==> src/sv/h263dp_pkg.sv <==
// Shared types and constants for the RFC 2190 H.263 depacketizer.
`default_nettype none

package h263dp_pkg;

  // Kind of request on the input stream.
  typedef enum logic {
    OP_PAYLOAD = 1'b0,
    OP_FLUSH   = 1'b1
  } op_e;

  typedef logic [7:0] byte_t;
  typedef logic [3:0] hdr_cnt_t;
  typedef logic [2:0] skip_t;

  // Payload header lengths for modes A, B and C.
  localparam hdr_cnt_t HdrLenModeA = 4'd4;
  localparam hdr_cnt_t HdrLenModeB = 4'd8;
  localparam hdr_cnt_t HdrLenModeC = 4'd12;

  localparam byte_t ByteMaskAll = 8'hff;

endpackage

`default_nettype wire

==> src/sv/rfc2190_h263_depacketizer.sv <==
// Top level of the RFC 2190 H.263 payload depacketizer.
// A result reaches the single output register in the cycle after its request is accepted.
// Throughput: one request per cycle if not stalled; the register refills in the cycle it drains.
// Each byte is parsed by mask-and-merge logic between the input handshake and the output register.
// Reset: asynchronous, active low; clears header parsing state, the held byte and the output valid.
`default_nettype none

module rfc2190_h263_depacketizer (
  input  wire logic                 clk_i,
  input  wire logic                 rst_ni,
  // Input stream.
  input  wire logic                 s_axis_tvalid_i,
  output logic                      s_axis_tready_o,
  input  wire h263dp_pkg::byte_t    s_axis_tdata_i,   // [7:0] in_byte
  input  wire logic [1:0]           s_axis_tuser_i,   // [0] operation, [1] first_of_packet
  input  wire logic                 s_axis_tlast_i,   // last_of_packet
  // Output stream.
  output logic                      m_axis_tvalid_o,
  input  wire logic                 m_axis_tready_i,
  output h263dp_pkg::byte_t         m_axis_tdata_o,   // [7:0] out_byte
  output logic                      m_axis_tlast_o    // end_of_frame
);

  import h263dp_pkg::*;

  // Parsing state.
  hdr_cnt_t hdr_cnt_q, hdr_cnt_d;
  hdr_cnt_t hdr_len_q, hdr_len_d;
  skip_t    sbit_q, sbit_d;
  skip_t    ebit_q, ebit_d;
  byte_t    held_q, held_d;
  logic     held_valid_q, held_valid_d;
  logic     first_pend_q, first_pend_d;

  // Output register.
  logic     out_valid_q;
  byte_t    out_byte_q, out_byte_d;
  logic     out_eof_q, out_eof_d;
  logic     res_valid;

  logic     in_acc;
  op_e      op;
  logic     first_mark;
  byte_t    data_masked;

  assign op         = op_e'(s_axis_tuser_i[0]);
  assign first_mark = s_axis_tuser_i[1];

  // A new request is taken whenever the output register is empty or drains now.
  assign s_axis_tready_o = !out_valid_q || m_axis_tready_i;
  assign in_acc          = s_axis_tvalid_i && s_axis_tready_o;

  // The last data byte of a packet keeps only its top 8-EBIT bits.
  assign data_masked = s_axis_tlast_i ? (s_axis_tdata_i & byte_t'(ByteMaskAll << ebit_q))
                                      : s_axis_tdata_i;

  // Per-request parse, merge and emit decision.
  always_comb begin
    hdr_cnt_d    = hdr_cnt_q;
    hdr_len_d    = hdr_len_q;
    sbit_d       = sbit_q;
    ebit_d       = ebit_q;
    held_d       = held_q;
    held_valid_d = held_valid_q;
    first_pend_d = first_pend_q;
    res_valid    = 1'b0;
    out_byte_d   = held_q;
    out_eof_d    = 1'b0;
    case (op)
      OP_FLUSH: begin
        first_pend_d = 1'b1;
        if (held_valid_q) begin
          held_valid_d = 1'b0;
          res_valid    = 1'b1;
          out_eof_d    = 1'b1;
        end
      end
      OP_PAYLOAD: begin
        if (first_mark || (hdr_cnt_q == '0)) begin
          // First header byte carries F, P, SBIT and EBIT.
          sbit_d       = s_axis_tdata_i[5:3];
          ebit_d       = s_axis_tdata_i[2:0];
          hdr_len_d    = s_axis_tdata_i[7] ? (s_axis_tdata_i[6] ? HdrLenModeC : HdrLenModeB)
                                           : HdrLenModeA;
          hdr_cnt_d    = hdr_cnt_t'(1);
          first_pend_d = 1'b1;
        end else if (hdr_cnt_q < hdr_len_q) begin
          hdr_cnt_d = hdr_cnt_q + hdr_cnt_t'(1);
        end else begin
          first_pend_d = 1'b0;
          if (first_pend_q && (sbit_q != '0) && held_valid_q) begin
            // Partial first byte completes the byte already held.
            held_d = held_q | (data_masked & byte_t'(ByteMaskAll >> sbit_q));
          end else begin
            held_d       = data_masked;
            held_valid_d = 1'b1;
            res_valid    = held_valid_q;
          end
        end
      end
      default: begin
        res_valid = 1'b0;
      end
    endcase
  end

  // State registers, updated on each accepted request.
  always_ff @(posedge clk_i or negedge rst_ni) begin
    if (!rst_ni) begin
      hdr_cnt_q    <= '0;
      hdr_len_q    <= HdrLenModeA;
      sbit_q       <= '0;
      ebit_q       <= '0;
      held_q       <= '0;
      held_valid_q <= 1'b0;
      first_pend_q <= 1'b1;
    end else if (in_acc) begin
      hdr_cnt_q    <= hdr_cnt_d;
      hdr_len_q    <= hdr_len_d;
      sbit_q       <= sbit_d;
      ebit_q       <= ebit_d;
      held_q       <= held_d;
      held_valid_q <= held_valid_d;
      first_pend_q <= first_pend_d;
    end
  end

  // Output valid flag.
  always_ff @(posedge clk_i or negedge rst_ni) begin
    if (!rst_ni) begin
      out_valid_q <= 1'b0;
    end else if (s_axis_tready_o) begin
      out_valid_q <= in_acc && res_valid;
    end
  end

  // Output payload, loaded only with a new result.
  always_ff @(posedge clk_i) begin
    if (in_acc && res_valid) begin
      out_byte_q <= out_byte_d;
      out_eof_q  <= out_eof_d;
    end
  end

  assign m_axis_tvalid_o = out_valid_q;
  assign m_axis_tdata_o  = out_byte_q;
  assign m_axis_tlast_o  = out_eof_q;

  // The header counter never runs past the header length of its packet.
  assert property (@(posedge clk_i) disable iff (!rst_ni) hdr_cnt_q <= hdr_len_q)
    else $error("header count beyond header length");

  // The header length is always one of the three mode lengths.
  assert property (@(posedge clk_i) disable iff (!rst_ni)
    (hdr_len_q == HdrLenModeA) || (hdr_len_q == HdrLenModeB) || (hdr_len_q == HdrLenModeC))
    else $error("illegal header length");

  // An accepted flush always leaves nothing held and the next data byte marked first.
  assert property (@(posedge clk_i) disable iff (!rst_ni)
    (in_acc && (op == OP_FLUSH)) |=> (!held_valid_q && first_pend_q))
    else $error("flush did not clear the held byte");

  // A frame end is only signaled when the output register holds a flush result.
  assert property (@(posedge clk_i) disable iff (!rst_ni)
    (in_acc && res_valid && (op == OP_PAYLOAD)) |=> (out_valid_q && !out_eof_q))
    else $error("data byte result carries an end of frame");

endmodule

`default_nettype wire
==> config.mk <==
export PLATFORM = sky130hd
export DESIGN_NAME = rfc2190_h263_depacketizer
export DESIGN_NICKNAME = d
export VERILOG_FILES = /design/src/sv/h263dp_pkg.sv /design/src/sv/rfc2190_h263_depacketizer.sv
export SDC_FILE = /design/constraint.sdc
export NUM_CORES = 1
export LEC_CHECK = 0
export BUFFER_PORTS_ARGS = -buffer_cell sky130_fd_sc_hd__buf_2
export CAP_MARGIN = 20
export CORE_MARGIN = 5
export CORE_UTILIZATION = 46
export CTS_CLUSTER_SIZE = 20
export DETAILED_ROUTE_END_ITERATION = 16
export HOLD_SLACK_MARGIN = 0.08
export PLACE_DENSITY = 0.78
export SYNTH_ARGS = -nofsm -noshare
export SYNTH_HDL_FRONTEND = slang
export SYNTH_SLANG_ARGS = --single-unit
==> constraint.sdc <==
create_clock -name clk_i -period 3.2 [get_ports clk_i]
set_clock_uncertainty 0.1 [all_clocks]
set_input_delay 0.48 -clock clk_i [delete_from_list [all_inputs] [get_ports clk_i]]
set_output_delay 0.48 -clock clk_i [all_outputs]
set_load 0.05 [all_outputs]
## After elaboration in Yosys (flattened, before gate mapping)

Index checks and enable logic that the tools add are counted.

| word-level totals | value |
|---|---|
| memories kept | 0 |
| logic and storage cells | 57 |
| bits in writable memories | 0 |
| memory bits (read-only) | 0 |
| output and inout port bits | 11 |
| bits in latches | 0 |
| bits in registers | 34 |
| input port bits | 15 |

| cells by class | value |
|---|---|
| $add $sub $neg | 1 |
| multiplexer cells | 18 |
| multipliers | 0 |
| reduce and logical (&&, ||, !) cells | 15 |
| magnitude comparators | 1 |
| div/mod/pow operators | 0 |
| shift-type cells | 2 |
| bitwise logic cells | 6 |
| equality and inequality tests | 4 |

Operator list:

| kind | count |
|---|---|
| 8-bit bitwise AND | 2 |
| 8-bit 2-to-1 mux | 2 |
| 4-bit 2-to-1 mux | 3 |
| 1-bit 2-to-1 mux | 9 |
| 8-bit bitwise OR | 1 |
| 4-bit AND reduction | 2 |
| 8-bit by 3-bit << shifter with 8-bit output (first input constant) | 1 |
| 8-bit by 3-bit >> shifter with 8-bit output (first input constant) | 1 |
| 2-bit != test (second input constant) | 3 |
| 1-bit case mux with 2 select lines | 3 |
| 3-bit AND reduction | 2 |
| 4-bit by 1-bit adder with 4-bit output (second input constant) | 1 |
| 1-bit logical AND | 4 |
| 4-bit logical NOT | 1 |
| 4-bit < comparator | 1 |
| 3-bit 2-to-1 mux | 1 |
| 3-bit != test (second input constant) | 1 |
| 1-bit inverter | 3 |
| 3-bit nonzero test | 1 |
| 1-bit logical OR | 2 |
| 2-bit AND reduction | 1 |
| 2-bit nonzero test | 1 |
| 1-bit logical NOT | 1 |

## Depth between registers and ports, before layout

Gate-level depths: netlist (run 1).

| depth | value |
|---|---|
| depth in word-level cells | 8 |
| depth in mapped cells | 7 |

## Worst setup path after synthesis (run 1)

No wires, ideal clock.

| timing | value |
|---|---|
| kind | register to register |
| from | register out_valid_q, in the netlist m_axis_tvalid_o |
| to | register out_byte_q[0], in the netlist m_axis_tdata_o[0] (enable) |
| arrival | 2.250 ns |
| cell stages (with the launch flop) | 5 |
| data required time | 2.711 ns |
| path buffers | 1 |
| setup slack | 0.462 ns |
| cells stage by stage | dfrtp_1 > nand2b_1 > clkbuf_1 > nand2_1 > nor3b_1 |

| on the way | value |
|---|---|
| cells in the longest elaborated chain, start to end | 4 |

RTL lines:

| item | RTL line | text |
|---|---|---|
| start, declared | rfc2190_h263_depacketizer.sv:36 | `logic out_valid_q;` |
| start signal, assigned | rfc2190_h263_depacketizer.sv:133 | `out_valid_q <= in_acc && res_valid;` |
| 1-bit logical NOT | rfc2190_h263_depacketizer.sv:50 | `assign s_axis_tready_o = !out_valid_q \|\| m_axis_tready_i;` |
| 1-bit logical OR | rfc2190_h263_depacketizer.sv:50 |  |
| named net s_axis_tready_o | rfc2190_h263_depacketizer.sv:13 | `output logic s_axis_tready_o,` |
| 1-bit logical AND | rfc2190_h263_depacketizer.sv:51 | `assign in_acc = s_axis_tvalid_i && s_axis_tready_o;` |
| 1-bit logical AND | rfc2190_h263_depacketizer.sv:139 | `if (in_acc && res_valid) begin` |
| end signal, assigned | rfc2190_h263_depacketizer.sv:140 | `out_byte_q <= out_byte_d;` |
| end, declared | rfc2190_h263_depacketizer.sv:37 | `byte_t out_byte_q, out_byte_d;` |

The timed path passes the listed nets, and every way through them passes these cells.
A chain may end at the register's enable or synchronous reset.

## Worst setup path after layout (run 1)

| timing | value |
|---|---|
| from | register hdr_cnt_q[0] |
| to | register hdr_cnt_q[1] |

| on the way | value |
|---|---|
| cells in the longest elaborated chain, start to end | 4 |
| elaborated cells on any way between the ends | 8 |
| classes of those cells | 1 x add/sub; 1 x order compare; 2 x mux; 4 x reduce/logical |

RTL lines:

| item | RTL line | text |
|---|---|---|
| start, declared | rfc2190_h263_depacketizer.sv:27 | `hdr_cnt_t hdr_cnt_q, hdr_cnt_d;` |
| start signal, assigned | rfc2190_h263_depacketizer.sv:118 | `hdr_cnt_q <= hdr_cnt_d;` |
| branches (longest 4 deep; another with 4-bit by 1-bit adder with 4-bit output) | -- |  |

Parallel ways; which one is timed is not known. The select of a mux whose other input is x is not followed.

==> results.sh, run 1 <==
export IMPL_layout_drive_gt1_share_pct=32.21
export IMPL_min_delay_start="s_axis_tdata_i[1]"
export IMPL_synth_net_count=134
export IMPL_cts_root_buf="clkbuf_4"
export IMPL_antenna_found_initial=0
export IMPL_postRouteWirelength_microns=3079
export IMPL_avgSynthCellArea_sq_um=12.64
export IMPL_critPathKind="reg -> reg"
export IMPL_hold_ws_ns=0.2687
export IMPL_synth_cell_types=39
export IMPL_fin_nets=166
export IMPL_cts_sinks=32
export IMPL_overflow=0
export IMPL_core_sq_um=3053
export IMPL_synth_seq_cells=32
export IMPL_arrival_ns=2.41
export IMPL_fill_cells=268
export IMPL_crit_fanout=10
export IMPL_dpl_hpwl_microns=2372
export IMPL_grt_use_total_pct=16.25
export IMPL_cp_required_ns=3.34
export IMPL_reg2regPathDepth=6
export IMPL_worst_slew_pin_transition_ns=0.6198
export IMPL_power_per_cell_area_nw_per_um2=808.8
export IMPL_synthFlopType="dfrtp_1"
export IMPL_fp_dieArea_sq_um=4417
export IMPL_chipWidth_microns=66.46
export IMPL_grt_pass1_wl_microns=5195
export IMPL_clk_pin_slew_ns=0.11
export IMPL_timing_fmax_ghz=0.4395
export IMPL_start_util_pct=48.03
export IMPL_ys_seq_area_share_pct=57.85
export IMPL_grt_pass1_vias=1072
export IMPL_die_height_microns=66.46
export IMPL_first_pass_iters=4
export IMPL_r2r_slack_ns=0.92
export IMPL_rsz0062_at_grt="no"
export IMPL_port_buffers=25
export IMPL_critical_path_startpoint_type="flop"
export IMPL_fin_tns_setup_ns=0
export IMPL_cp_end_kind="flop"
export IMPL_num_vias=1081
export IMPL_reg2reg_from="hdr_cnt_q[0]"
export IMPL_clock_path_buffers=2
export IMPL_synth_cells=116
export IMPL_yosys_area_top_type_share_pct=35.84
export IMPL_insertedDiodeCount=0
export IMPL_insertion_delay_ns=0.35
export IMPL_fin_crit_sh_pct=71.11
export IMPL_relSlewSlack_pct=58.68
export IMPL_whs_endpoint="ebit_q[1]"
export IMPL_cts_setup_buffers=0
export IMPL_hold_viol_final=0
export IMPL_peakVddDrop_mv=0.3910
export IMPL_min_path_type="in -> reg"
export IMPL_drtAntennaViolNets=0
export IMPL_setup_viol=0
export IMPL_io_pins=26
export IMPL_wl_per_cell_microns=15.95
export IMPL_place_congestion=0.8862
export IMPL_p_leak_uw=0.0007321
export IMPL_cts_tree="done"
export IMPL_rows=20
export IMPL_maxCapViolCount=0
export IMPL_vias_per_cell=5.601
export IMPL_syn_cell_area_sq_um=1466
export IMPL_slew_violations=0
export IMPL_whs_path_depth=2
export IMPL_synthArstFlopShare_pct=71.88
export IMPL_r2r_end="hdr_cnt_q[1]"
export IMPL_route_detailed_drc=0
export IMPL_yosys_area_top_type="dfrtp_1"
export IMPL_cts_made_buffers=5
export IMPL_drt_iter0_markers=57
export IMPL_status="finished clean"
export IMPL_grt_max_degree=24
export IMPL_cts_resized=0
export IMPL_fin_crit_ns=2.275
export IMPL_ys_warnings_count=0
export IMPL_htreeDepth=2
export IMPL_syn2layout_area_growth_pct=17.92
export IMPL_synth_edff_count=9
export IMPL_synth_area_top_cells="dfrtp_1 (36%), edfxtp_1 (18%), mux2_2 (6.1%)"
through the flow:
step	instances	utilization, %	setup slack [ns]	total power (uW)	cell area, sq um
after CTS	193	56.64	0.9610	1404	1729
after global routing	193	56.64	0.7122	1491	1729
after detailed placement	184	53.69	0.9820	1095	1639
after floorplan	116	-	0.4616	977.0	1466
after global placement	184	53.69	1.159	1057	1639
final	193	56.64	0.9245	1399	1729
routing by layer:
metal	vias to the layer above	global-route usage, %	wire length [microns]
met2	46	27.01	1591
li1	517	-	-
met1	511	18.24	1205
met4	0	9.645	89
met5	-	0	0
met3	7	4.890	193
critical path, stage by stage (launching register included):
cell     delay [ns]
dfrtp_1        0.41
inv_1          0.11
ha_1           0.15
nor3b_1        0.33
or2_0          0.55
o21ai_0        0.27
a32o_1         0.25
sequential cells by signal, indices dropped and copies added (netlist names):
register	cells
first_pend_q	1
held_valid_q	1
sbit_q	3
m_axis_tdata_o	8
ebit_q	3
m_axis_tlast_o	1
hdr_len_q	2
held_q	8
hdr_cnt_q	4
m_axis_tvalid_o	1
cell usage after synthesis (3+ instances only):
cell	instances
inv_1	5
dfrtp_1	21
a31oi_1	3
nand3_1	3
ha_1	3
nor3_1	3
edfxtp_1	9
o21ai_0	9
mux2_2	8
a22o_1	3
nand2_1	6
nor2_1	4
a32o_1	5
cells by family after synthesis:
logic type	share of synthesized area, %
compound gates	19.11
mux	6.144
buf+inv	2.304
fa+ha+maj	2.560
flops	57.85
simple gates	12.03
cell type report:
cell class | instances | area [sq um] | share of cell area [%]
clock buffers | 5 | 37.54 | 2.171
well taps | 44 | 55.05 | 3.184
inverters | 5 | 18.77 | 1.085
clock inverters | 3 | 42.54 | 2.460
multi-input cells | 77 | 584.3 | 33.79
repair buffers | 27 | 142.6 | 8.249
flip-flops and latches | 32 | 848.3 | 49.06
worst max path at each step:
stage,from,endpoint,slack [ns],cells after the start
after floorplan,m_axis_tvalid_o,m_axis_tdata_o[0],0.46,4
after global placement,hdr_cnt_q[0],hdr_cnt_q[1],1.16,6
after detailed placement,hdr_cnt_q[0],hdr_cnt_q[1],0.98,6
after CTS,hdr_cnt_q[0],hdr_cnt_q[1],0.96,6
after global routing,hdr_cnt_q[0],hdr_cnt_q[1],0.71,6
final,hdr_cnt_q[0],hdr_cnt_q[1],0.92,6
repair_timing:
action | CTS | global route
hold buffers | 1 | 0
hold endpoints to repair | 21 | 0
setup endpoints to repair | 0 | 0
cell usage in the layout (no fill, tap or decap), types with 2 or more instances in the layout:
cell | synthesis | routed
dfstp_2 | 2 | 2
clkbuf_4 | 0 | 5
buf_2 | 0 | 25
a32o_1 | 5 | 5
o21ai_0 | 9 | 9
a21o_1 | 2 | 2
edfxtp_1 | 9 | 9
nor3b_1 | 2 | 2
dfrtp_1 | 21 | 21
nor2_1 | 4 | 4
a31oi_1 | 3 | 3
nand3_1 | 3 | 3
inv_1 | 5 | 5
nand2_1 | 6 | 6
ha_1 | 3 | 3
nor3_1 | 3 | 3
a22o_1 | 3 | 3
nor4_1 | 2 | 2
o211ai_1 | 2 | 2
nand2b_1 | 2 | 2
a21oi_1 | 2 | 2
o2bb2ai_1 | 2 | 2
mux2_2 | 8 | 8
power by group:
| part | internal (uW) | switching (uW) | leakage [uW] |
|---|---|---|---|
| Sequential | 572 | 123 | 0.000366 |
| Combinational | 167 | 228 | 0.000325 |
| Clock | 163 | 145 | 0.0000412 |
Note: power is estimated with default switching activity, not from simulation.
==> run 2, diff against run 1 <==
- PLACE_DENSITY: 0.78 -> 0.8
- clock period: 3.2 -> 2 ns (I/O delays scaled with it)
==> run 2 against run 1 <==
  * Largest power group unchanged
  * Critical path depth up 1
  * Design area is 5.8% higher
  * Routed wire length rose by 5.7%
  * Highest routed layer unchanged
  * Largest cell class unchanged
  * Register-to-register slack worse by 0.85 ns
  * Via count increased by 8.3%
  * Worst setup slack got worse by 0.85 ns
  * Sequential power grew 60%
  * Cell count grew 4.7%
  * Critical endpoint unchanged
  * Clock power up 53%
==> results.sh, run 2 (synthesis results as in run 1) <==
export IMPL_final_common_cell="buf_2"
export IMPL_crit_chain="inv_2 -> ha_1 -> nor3b_2 -> or2_1 -> buf_4 -> o21ai_0 -> a32o_1"
export IMPL_reg2reg_from="hdr_cnt_q[0]"
export IMPL_peakVddDrop_mv=0.6044
export IMPL_layout_drive_gt1_share_pct=38.61
export IMPL_core_sq_um=3053
export IMPL_drtAntennaViolNets=0
export IMPL_insertion_delay_ns=0.33
export IMPL_cts_sinks=32
export IMPL_die_height_microns=66.46
export IMPL_postRouteWirelength_microns=3256
export IMPL_cp_end_kind="flop"
export IMPL_critPathKind="reg -> reg"
export IMPL_start_util_pct=48.03
export IMPL_fin_nets=175
export IMPL_arrival_ns=2.05
export IMPL_syn2layout_area_growth_pct=24.74
export IMPL_power_per_cell_area_nw_per_um2=1294
export IMPL_relSlewSlack_pct=64.09
export IMPL_dpl_hpwl_microns=2395
export IMPL_path_buf_inv=2
export IMPL_mostFrequentLayoutCells="buf_2 (25), dfrtp_1 (21), o21ai_0 (9), edfxtp_1 (9), buf_4 (9)"
export IMPL_fin_crit_sh_pct=96.08
export IMPL_hold_viol_final=0
export IMPL_clk_pin_slew_ns=0.09
export IMPL_grt_pass1_vias=1123
export IMPL_pwr_share_seq_pct=46.8
export IMPL_status="finished clean"
export IMPL_route_detailed_drc=0
export IMPL_place_congestion=0.8552
export IMPL_chipWidth_microns=66.46
export IMPL_pwr_share_clk_pct=19.9
export IMPL_cts_made_buffers=5
export IMPL_num_vias=1171
export IMPL_min_delay_start="s_axis_tdata_i[1]"
export IMPL_crit_start="hdr_cnt_q[0]"
export IMPL_cts_tree="done"
export IMPL_cp_top_family="simple AND/OR/NAND/NOR gates"
export IMPL_io_pins=26
export IMPL_p_total_uw=2367
export IMPL_slowest_delay_ns=0.40
export IMPL_vias_per_cell=5.797
export IMPL_crit_fanout=6
export IMPL_insertedDiodeCount=0
export IMPL_rows=20
export IMPL_switching_share_pct=34.73
export IMPL_internal_power_uw=1545
export IMPL_htreeDepth=2
export IMPL_first_pass_iters=4
export IMPL_drt_iter0_markers=103
export IMPL_combPwrFrac_pct=33.3
export IMPL_cp_required_ns=2.12
export IMPL_wl_per_cell_microns=16.12
export IMPL_grt_max_degree=24
export IMPL_fin_crit_ns=1.922
export IMPL_maxCapViolCount=0
export IMPL_slowest_stage="dfrtp_1"
export IMPL_overflow=0
export IMPL_clock_path_buffers=2
export IMPL_critical_path_startpoint_type="flop"
export IMPL_worst_slew_pin_transition_ns=0.5386
export IMPL_grt_pass1_wl_microns=5333
export IMPL_min_path_type="in -> reg"
export IMPL_power_switching_uw=822.1
export IMPL_fp_dieArea_sq_um=4417
export IMPL_cts_root_buf="clkbuf_4"
export IMPL_utilization_pct=59.92
export IMPL_grt_use_total_pct=16.52
export IMPL_antenna_found_initial=0
export IMPL_timing_fmax_ghz=0.5204
export IMPL_slew_violations=0
export IMPL_port_buffers=25
export IMPL_setup_viol=0
export IMPL_p_leak_uw=0.0007940
## run 2: cell types whose count changed in the layout (fill, tap and decap cells not counted), sizes merged
cell	previous run	this run
clkinvlp	1	0
buf	26	35
clkbuf	5	6
## run 2: layer usage
layer  vias to the layer above  wire (microns)  track usage, %
li1                        537               -               -
met1                       572            1379           20.26
met2                        54            1618           26.52
met3                         8             182           4.553
met4                         0              76           8.376
met5                         -               0               0
## run 2: worst paths after layout
check / end / slack (ns) / cells after the start
min reg2reg: m_axis_tdata_o[2] / 0.37 / 0
max: hdr_cnt_q[1] / 0.08 / 7
max reg2reg: hdr_cnt_q[1] / 0.08 / 7
min: ebit_q[1] / 0.12 / 2
min in group asynchronous: hdr_cnt_q[3] / 0.35 / 2
max in group asynchronous: first_pend_q / 1.08 / 2
## run 2: stage by stage
stage	setup TNS (ns)	hold slack [ns]	cells	setup WS [ns]	instance area, sq um
6_report	0	0.1162	202	0.07845	1829
5_1_grt	-0.07790	0.1019	202	-0.03292	1829
4_1_cts	0	0.1127	200	0.02534	1807
3_5_place_dp	-0.2493	0.2026	190	-0.02789	1695
3_3_place_gp	0	0.1877	190	0.09294	1695
2_1_floorplan	0	-0.09559	116	0.06356	1481
## run 2: worst register-to-register path: cells and delay by family (launching register included)
family,cells,cell delay (ns)
AOI/OAI and AO/OA,2,0.36
DFF,1,0.40
and+or+nand+nor,2,0.54
adders and majority gates,1,0.15
buffers and inverters,2,0.27
## run 2: area by class of cell
type | instances | area [sq um]
multi-input combinational | 77 | 608.1
timing repair buffer | 36 | 222.7
fill | 267 | 1224
clock buffer | 6 | 41.29
tap | 44 | 55.05
clock inverter | 2 | 35.03
inverter | 5 | 18.77
sequential | 32 | 848.3
## run 2: repair_timing
item                                    in CTS  in global routing
hold buffers                                 1                  0
hold endpoints to repair                    21                  0
gates resized for setup                      1                  4
buffers inserted                             1                  3
endpoints found under the setup margin       9                 14
pin swaps                                    1                  4
## run 2: power groups by stage
stage	Combinational (uW)	Sequential, uW	Clock (uW)
after CTS	741	1110	480
after global placement	691	1100	0
final	789	1110	471
after global routing	872	1130	520
after floorplan	444	1130	0
after detailed placement	723	1120	0
